**src/rtl/stq_pkg.sv**
```systemverilog
// ---------------------------------------------------------------------------
// stq_pkg: shared types and constants of the sorted timer queue
// Widths, command and status codes, and the control and status bundles
// that pass between the controller and the datapath.
// ---------------------------------------------------------------------------
`timescale 1ns / 1ps
`default_nettype none

package stq_pkg;

  // field widths
  localparam int CMD_W     = 2;
  localparam int ID_W      = 4;
  localparam int IN_TIME_W = 48;
  localparam int ST_W      = 2;

  // queue geometry
  localparam int CAPACITY  = 16;
  localparam int TIME_BITS = 48;
  localparam int NUM_IDS   = 1 << ID_W;
  localparam int QCAP      = (CAPACITY < NUM_IDS) ? CAPACITY : NUM_IDS;
  localparam int CNT_W     = $clog2(CAPACITY + 1);

  // command codes
  typedef enum logic [CMD_W-1:0] {
    CMD_ADD    = 2'd0,
    CMD_DELETE = 2'd1,
    CMD_ADJUST = 2'd2,
    CMD_TICK   = 2'd3
  } cmd_t;

  // status codes
  typedef enum logic [ST_W-1:0] {
    ST_OK     = 2'd0,
    ST_FULL   = 2'd1,
    ST_ABSENT = 2'd2,
    ST_DUP    = 2'd3
  } status_t;

  // result kinds
  localparam logic KIND_STATUS  = 1'b0;
  localparam logic KIND_EXPIRED = 1'b1;

  // datapath operations
  typedef enum logic [1:0] {
    DP_NONE   = 2'd0,
    DP_INSERT = 2'd1,
    DP_REMOVE = 2'd2,
    DP_POP    = 2'd3
  } dp_op_t;

  typedef struct packed {
    logic   load;
    dp_op_t op;
  } dp_ctrl_t;

  typedef struct packed {
    logic            id_queued;
    logic            full;
    logic            head_expired;
    logic            next_expired;
    logic [ID_W-1:0] head_id;
  } dp_stat_t;

endpackage

`default_nettype wire

```
**src/rtl/stq_datapath.sv**
```systemverilog
// ---------------------------------------------------------------------------
// stq_datapath: sorted slot array of the timer queue
// Holds the slots in expiry order with an occupancy count and a mask of
// queued ids. Each slot compares itself to the operand in parallel, so a
// sorted insert, a removal by id or a head pop each updates all slots together.
// ---------------------------------------------------------------------------
`timescale 1ns / 1ps
`default_nettype none

module stq_datapath (
  input  wire                                 clk,
  input  wire                                 rst_n,
  input  stq_pkg::dp_ctrl_t                   ctrl,
  input  wire  [stq_pkg::ID_W-1:0]            in_timer_id,
  input  wire  [stq_pkg::IN_TIME_W-1:0]       in_time_value,
  output stq_pkg::dp_stat_t                   stat
);

  localparam int CAP = stq_pkg::CAPACITY;

  // slot storage, only slots below the count hold live timers
  logic [stq_pkg::ID_W-1:0]      slot_id_r  [CAP];
  logic [stq_pkg::TIME_BITS-1:0] slot_exp_r [CAP];
  logic [stq_pkg::ID_W-1:0]      slot_id_nxt  [CAP];
  logic [stq_pkg::TIME_BITS-1:0] slot_exp_nxt [CAP];
  logic [stq_pkg::CNT_W-1:0]     count_r, count_nxt;
  logic [stq_pkg::NUM_IDS-1:0]   mask_r, mask_nxt;

  // operand latched with the beat
  logic [stq_pkg::ID_W-1:0]      id_r;
  logic [stq_pkg::TIME_BITS-1:0] time_r;

  logic [CAP-1:0] occ;
  logic [CAP-1:0] le;
  logic [CAP-1:0] hit;
  logic [CAP-1:0] after;
  logic           any_hit;
  logic [stq_pkg::ID_W-1:0] rm_id;

  // per-slot compares
  always_comb begin
    logic acc;
    acc = 1'b0;
    for (int k = 0; k < CAP; k++) begin
      occ[k] = stq_pkg::CNT_W'(k) < count_r;
      le[k]  = occ[k] && (slot_exp_r[k] <= time_r);
      if (ctrl.op == stq_pkg::DP_POP) begin
        hit[k] = (k == 0) && occ[k];
      end else begin
        hit[k] = occ[k] && (slot_id_r[k] == id_r);
      end
      acc      = acc | hit[k];
      after[k] = acc;
    end
    any_hit = acc;
    rm_id   = (ctrl.op == stq_pkg::DP_POP) ? slot_id_r[0] : id_r;
  end

  // next slot contents
  always_comb begin
    count_nxt = count_r;
    mask_nxt  = mask_r;
    for (int k = 0; k < CAP; k++) begin
      slot_id_nxt[k]  = slot_id_r[k];
      slot_exp_nxt[k] = slot_exp_r[k];
    end
    case (ctrl.op)
      stq_pkg::DP_INSERT: begin
        for (int k = 0; k < CAP; k++) begin
          if (!le[k]) begin
            if (k == 0 || le[(k == 0) ? 0 : k - 1]) begin
              slot_id_nxt[k]  = id_r;
              slot_exp_nxt[k] = time_r;
            end else begin
              slot_id_nxt[k]  = slot_id_r[(k == 0) ? 0 : k - 1];
              slot_exp_nxt[k] = slot_exp_r[(k == 0) ? 0 : k - 1];
            end
          end
        end
        count_nxt     = count_r + 1'b1;
        mask_nxt[id_r] = 1'b1;
      end
      stq_pkg::DP_REMOVE, stq_pkg::DP_POP: begin
        for (int k = 0; k < CAP - 1; k++) begin
          if (after[k]) begin
            slot_id_nxt[k]  = slot_id_r[k + 1];
            slot_exp_nxt[k] = slot_exp_r[k + 1];
          end
        end
        if (any_hit) begin
          count_nxt = count_r - 1'b1;
        end
        mask_nxt[rm_id] = 1'b0;
      end
      default: begin
      end
    endcase
  end

  // control state
  always_ff @(posedge clk) begin
    if (!rst_n) begin
      count_r <= '0;
      mask_r  <= '0;
    end else begin
      count_r <= count_nxt;
      mask_r  <= mask_nxt;
    end
  end

  // payload registers
  always_ff @(posedge clk) begin
    for (int k = 0; k < CAP; k++) begin
      slot_id_r[k]  <= slot_id_nxt[k];
      slot_exp_r[k] <= slot_exp_nxt[k];
    end
    if (ctrl.load) begin
      id_r   <= in_timer_id;
      time_r <= in_time_value[stq_pkg::TIME_BITS-1:0];
    end
  end

  // status towards the controller
  assign stat.id_queued    = mask_r[id_r];
  assign stat.full         = count_r >= stq_pkg::CNT_W'(stq_pkg::QCAP);
  assign stat.head_expired = le[0];
  assign stat.next_expired = le[1];
  assign stat.head_id      = slot_id_r[0];

endmodule

`default_nettype wire

```
**src/rtl/stq_controller.sv**
```systemverilog
// ---------------------------------------------------------------------------
// stq_controller: command sequencer and result register
// Takes one beat at a time, steps the datapath through delete, insert or
// pop, and holds each result in an output register until it is taken.
// ---------------------------------------------------------------------------
`timescale 1ns / 1ps
`default_nettype none

module stq_controller (
  input  wire                            clk,
  input  wire                            rst_n,
  input  wire                            in_valid,
  output logic                           in_stall,
  input  wire  [stq_pkg::CMD_W-1:0]      in_command,
  output logic                           out_valid,
  input  wire                            out_stall,
  output logic                           out_kind,
  output logic [stq_pkg::ID_W-1:0]       out_expired_id,
  output logic [stq_pkg::ST_W-1:0]       out_status,
  output logic                           out_last,
  output stq_pkg::dp_ctrl_t              ctrl,
  input  stq_pkg::dp_stat_t              stat
);

  typedef enum logic [2:0] {
    S_IDLE,
    S_DEL,
    S_ADD,
    S_RESP,
    S_TICK
  } state_t;

  state_t                     state_r;
  stq_pkg::cmd_t              cmd_r;
  stq_pkg::status_t           st_r;
  logic                       out_valid_r;
  logic                       out_valid_nxt;
  logic                       out_kind_r;
  logic [stq_pkg::ID_W-1:0]   out_id_r;
  logic [stq_pkg::ST_W-1:0]   out_status_r;
  logic                       out_last_r;

  logic in_fire;
  logic out_free;

  assign in_stall = (state_r != S_IDLE);
  assign in_fire  = in_valid && !in_stall;
  assign out_free = !out_valid_r || !out_stall;

  // datapath commands
  always_comb begin
    ctrl.load = in_fire;
    ctrl.op   = stq_pkg::DP_NONE;
    case (state_r)
      S_DEL: begin
        if (stat.id_queued) begin
          ctrl.op = stq_pkg::DP_REMOVE;
        end
      end
      S_ADD: begin
        if (!stat.id_queued && !stat.full) begin
          ctrl.op = stq_pkg::DP_INSERT;
        end
      end
      S_TICK: begin
        if (stat.head_expired && out_free) begin
          ctrl.op = stq_pkg::DP_POP;
        end
      end
      default: begin
      end
    endcase
  end

  // result register occupancy: held while stalled, loaded by a new result
  always_comb begin
    out_valid_nxt = out_valid_r && out_stall;
    if (state_r == S_RESP && out_free) begin
      out_valid_nxt = 1'b1;
    end
    if (state_r == S_TICK && stat.head_expired && out_free) begin
      out_valid_nxt = 1'b1;
    end
  end

  // state and result register
  always_ff @(posedge clk) begin
    if (!rst_n) begin
      state_r     <= S_IDLE;
      out_valid_r <= 1'b0;
    end else begin
      out_valid_r <= out_valid_nxt;
      case (state_r)
        S_IDLE: begin
          if (in_fire) begin
            cmd_r <= stq_pkg::cmd_t'(in_command);
            case (stq_pkg::cmd_t'(in_command))
              stq_pkg::CMD_ADD:  state_r <= S_ADD;
              stq_pkg::CMD_TICK: state_r <= S_TICK;
              default:           state_r <= S_DEL;
            endcase
          end
        end
        S_DEL: begin
          st_r    <= stat.id_queued ? stq_pkg::ST_OK : stq_pkg::ST_ABSENT;
          state_r <= (cmd_r == stq_pkg::CMD_DELETE) ? S_RESP : S_ADD;
        end
        S_ADD: begin
          if (stat.id_queued) begin
            st_r <= stq_pkg::ST_DUP;
          end else if (stat.full) begin
            st_r <= stq_pkg::ST_FULL;
          end else begin
            st_r <= stq_pkg::ST_OK;
          end
          state_r <= S_RESP;
        end
        S_RESP: begin
          if (out_free) begin
            out_kind_r   <= stq_pkg::KIND_STATUS;
            out_id_r     <= '0;
            out_status_r <= st_r;
            out_last_r   <= 1'b1;
            state_r      <= S_IDLE;
          end
        end
        S_TICK: begin
          if (!stat.head_expired) begin
            state_r <= S_IDLE;
          end else if (out_free) begin
            out_kind_r   <= stq_pkg::KIND_EXPIRED;
            out_id_r     <= stat.head_id;
            out_status_r <= stq_pkg::ST_OK;
            out_last_r   <= !stat.next_expired;
          end
        end
        default: begin
          state_r <= S_IDLE;
        end
      endcase
    end
  end

  assign out_valid      = out_valid_r;
  assign out_kind       = out_kind_r;
  assign out_expired_id = out_id_r;
  assign out_status     = out_status_r;
  assign out_last       = out_last_r;

endmodule

`default_nettype wire

```
**src/rtl/sorted_timer_queue_core.sv**
```systemverilog
// ---------------------------------------------------------------------------
// sorted_timer_queue_core: timer queue kept in expiry order
// Usage:
//   Input beats (in_valid/in_stall) carry a command, a timer id and a time.
//   Add, delete and adjust each give one status beat on the result channel
//   (out_valid/out_stall) with out_last set. A tick gives one report beat
//   per expired timer, earliest first, the final one marked last, or no
//   beat at all when nothing has expired.
//   One beat is worked on at a time; in_stall is high until it is done.
//   Add and delete: one datapath step (S_ADD or S_DEL), then the result
//   step (S_RESP) loads the status beat, and the next input beat is
//   taken after it. Adjust: delete step, insert step, result step.
//   A tick: the head slot is popped and reported, one per cycle while
//   the output register is free, until the head has not expired; the
//   sequencer then returns to idle and takes the next input beat.
//   Results sit in a single output register; while out_stall holds a
//   beat, the sequencer waits at its next result with in_stall high.
//   Reset (rst_n low, synchronous) empties the queue at once.
// ---------------------------------------------------------------------------
`timescale 1ns / 1ps
`default_nettype none

module sorted_timer_queue_core (
  input  wire                             clk,
  input  wire                             rst_n,
  input  wire                             in_valid,
  output logic                            in_stall,
  input  wire  [stq_pkg::CMD_W-1:0]       in_command,
  input  wire  [stq_pkg::ID_W-1:0]        in_timer_id,
  input  wire  [stq_pkg::IN_TIME_W-1:0]   in_time_value,
  output logic                            out_valid,
  input  wire                             out_stall,
  output logic                            out_kind,
  output logic [stq_pkg::ID_W-1:0]        out_expired_id,
  output logic [stq_pkg::ST_W-1:0]        out_status,
  output logic                            out_last
);

  stq_pkg::dp_ctrl_t ctrl;
  stq_pkg::dp_stat_t stat;

  // sequencer and result register
  stq_controller u_ctrl (
    .clk            (clk),
    .rst_n          (rst_n),
    .in_valid       (in_valid),
    .in_stall       (in_stall),
    .in_command     (in_command),
    .out_valid      (out_valid),
    .out_stall      (out_stall),
    .out_kind       (out_kind),
    .out_expired_id (out_expired_id),
    .out_status     (out_status),
    .out_last       (out_last),
    .ctrl           (ctrl),
    .stat           (stat)
  );

  // sorted slot array
  stq_datapath u_dp (
    .clk           (clk),
    .rst_n         (rst_n),
    .ctrl          (ctrl),
    .in_timer_id   (in_timer_id),
    .in_time_value (in_time_value),
    .stat          (stat)
  );

endmodule

`default_nettype wire
```
**config.mk**
```make
export PLATFORM = sky130hd
export DESIGN_NAME = sorted_timer_queue_core
export DESIGN_NICKNAME = d
export VERILOG_FILES = /design/src/rtl/stq_pkg.sv /design/src/rtl/stq_datapath.sv /design/src/rtl/stq_controller.sv /design/src/rtl/sorted_timer_queue_core.sv
export SDC_FILE = /design/constraint.sdc
export NUM_CORES = 2
export LEC_CHECK = 0
export BUFFER_PORTS_ARGS = -buffer_cell sky130_fd_sc_hd__buf_2
export CAP_MARGIN = 20
export CORE_UTILIZATION = 70
export DETAILED_ROUTE_END_ITERATION = 8
export HOLD_SLACK_MARGIN = 0.06
export PLACE_DENSITY = 0.94
export SLEW_MARGIN = 25
export SYNTH_ARGS = -nofsm -noshare
export SYNTH_HDL_FRONTEND = slang
export SYNTH_SLANG_ARGS = --single-unit
```
**constraint.sdc**
```tcl
create_clock -name clk -period 15.9 [get_ports clk]
set_input_delay 4.77 -clock clk [delete_from_list [all_inputs] [get_ports clk]]
set_output_delay 4.77 -clock clk [all_outputs]
set_load 0.01 [all_outputs]
```
==> reports/metrics.cfg <==
[status]
status=complete, but fails checks
violations=DRC

[worst_setup_path]
path_class=input port to flop
r2r_start=u_dp.time_r[11]
r2r_slack_ns=7.56
crit_required_ns=16.26
critPathMaxFanout=279
reg2reg_depth=14
cp.arrival_ns=9.21
start_kind=input port
endpoint_kind=flop
cpMostUsedCell=buf_4
rr_endpoint=u_dp.slot_exp_r[13][19]
critPathSlowestCell=buf_4
cp_slowest_stage_delay_ns=0.90
cp_cell_sequence=buf_2 > and2_1 > o31ai_4 > buf_4 > buf_4 > buf_12 > buf_4 > o21ai_0

[cts]
root_buffer=clkbuf_16
numCtsBuffers=97
cts_tree=yes
cts.htree.levels=3
cts-resized-gates=0
path_clk_slew_ns=0.07
clkLatencyLatePin_ns=0.71
clock-sinks=921
holdBufCountCts=0
clock_path_buffers=3
cts_setup_buffers=0

[synthesis]
synthTopCellsByArea=edfxtp_1 (44%), ha_1 (15%), mux2i_1 (11%)
synth-main-ff-cell=edfxtp_1
synth_enable_flop_cells=896
syn_area_mm2=0.0616
synth_seq_cells=921
seq_area_frac_synth_pct=44.5
syn_area_per_cell_um2=10.5
syn_inst=5890
synth_nets=6673
synthArstFlopShare_pct=0
netlist.top_cell.by_area=edfxtp_1
yosys_warnings=0
synth_cell_type_count=73
yosysTopAreaCellShare_pct=43.7

[pwr]
power_density_mw_per_mm2=110
ir_drop_uv=130
leakage_nw=27.1

[hold_path]
hold_start=u_dp.slot_exp_r[15][3]
hold_path_class=flop to flop
hold_end=u_dp.slot_exp_r[14][3]
min_path_cells=2

[grt]
overflow=0
grt_usage_pct=41.8
antenna_found_initial=6
grt_pass1_wl_um=292000
grt_max_degree=308
grt_pass1_vias=51700

[cells_and_area]
nNetsFinal=6595
final_cell_mix=edfxtp_1 (896), nand2_1 (787), ha_1 (725), o21ai_0 (715), mux2i_1 (666)
fin_util_pct=76.2
antenna_cells=0
syn2layout_area_growth_pct=7.44
postLayoutCellArea_mm2=0.0662
final_common_cell=edfxtp_1
drive_gt1_share_pct=6.41

[sta]
worst_slew_pin_slew_ns=1.25
skew_ns=0.0282
hold_viol_final=0
finalSetupViolations=0
finalSetupTns_ns=0
period_needed_ns=8.85
min_period_over_period_pct=55.7
maxSlewViolCount=0
max_clock_freq_mhz=113
relSlewSlack_pct=15.6
rsz0062_at_grt=no

[route]
drt-initial-drc-count=8624
dr.pass1.iters=9
avgRoutedWirePerCell_um=27.0
vias_per_cell=7.36
drc=1
drt.antenna.violating_nets=0
vias=51900
wl_um=190000

[floorplanning]
core_area_mm2=0.0869
initial_utilization_pct=70.9
num_io_pins=68
chipWidth_um=299
die_h_um=299
die-area_mm2=0.0892
fp-row-count=108

[place]
hpwl_um=125000
portBuffers=67
place_congestion=0.959
post_dp_cell_area_mm2=0.0630

[flow_run]
drv_cap=0

report_power, final:
group / leakage (nW) / internal, mW / switching, mW
Sequential: 8.49 / 3.06 / 0.304
Combinational: 17.1 / 0.590 / 1.00
Clock: 1.50 / 1.27 / 1.02
Total: 27.1 / 4.93 / 2.33
cell families after synthesis:
logic type	count (synthesis)	synth area share [%]
AO/OA/AOI/OAI	1541	14.3
XOR/XNOR	67	0.953
adder cells (fa/ha/maj)	725	14.7
buffers and inverters	438	3.00
flip-flops	921	44.5
multiplexers	722	11.9
AND/OR/NAND/NOR	1476	10.6
worst max path at each step:
stage,from,to,slack (ns),cells past startpoint
6_report,out_stall,u_dp.slot_exp_r[13][19],7.05,8
5_1_grt,out_stall,u_dp.slot_exp_r[13][19],7.01,8
4_1_cts,out_stall,u_dp.slot_exp_r[13][19],7.38,8
3_5_place_dp,out_stall,u_dp.slot_exp_r[12][19],6.84,8
3_3_place_gp,out_stall,u_dp.slot_exp_r[14][6],6.98,8
2_1_floorplan,out_stall,u_dp.slot_exp_r[1][0],6.77,8
stage by stage:
stage	worst slack, ns	power [mW]	instances	hold slack (ns)
global placement	6.98	4.73	6865	0.499
CTS	7.38	7.16	7047	0.520
floorplan	6.77	4.31	5890	0.492
finish	7.05	7.26	7050	0.519
global route	7.01	7.47	7050	0.541
detailed placement	6.84	4.86	6865	0.510
cell type report:
class / count / area, µm²
multi-input cells: 4531 / 32700
flip-flops and latches: 921 / 27400
fillers: 4888 / 20700
clock buffers: 114 / 2510
well taps: 1155 / 1450
repair buffers: 169 / 1210
clock inverters: 68 / 581
inverters: 92 / 347
synthesized netlist by cell type (all sizes together) (19+ instances only):
cell type,count
edfxtp,896
o21ai,803
nand2,789
ha,725
mux2i,666
a21oi,351
nor2,280
clkbuf,191
a21o,157
buf,155
nand4,121
inv,92
nand3,80
mux2,51
nor3,49
xnor2,49
nor2b,48
a211oi,39
o21a,37
o211ai,36
dfxtp,25
nor4,21
and4,19
routing by layer:
layer	share of wire [%]	vias to the layer above	GRT usage (%)
li1	-	22000	-
met1	34	24100	50.8
met2	44	4550	64.6
met3	13	1185	10.6
met4	8.6	8	31.3
met5	0.025	-	0
registers in the layout (all words and copies together) (netlist names):
name	count
u_dp.slot_id_r	64
u_dp.count_r	5
u_dp.time_r	48
u_ctrl.out_last	1
u_ctrl.out_kind	1
u_ctrl.out_valid	1
u_dp.slot_exp_r	768
u_ctrl.out_status	2
u_dp.id_r	4
u_ctrl.st_r	2
u_ctrl.cmd_r	2
u_dp.mask_r	16
u_ctrl.state_r	3
u_ctrl.out_expired_id	4
critical path, delay by kind of cell:
kind / cells / cell delay (ns)
AO/OA/AOI/OAI: 2 / 0.64
buffers and inverters: 5 / 3.03
AND/OR/NAND/NOR: 1 / 0.21
No activity file was read; power rests on OpenSTA's default activity.
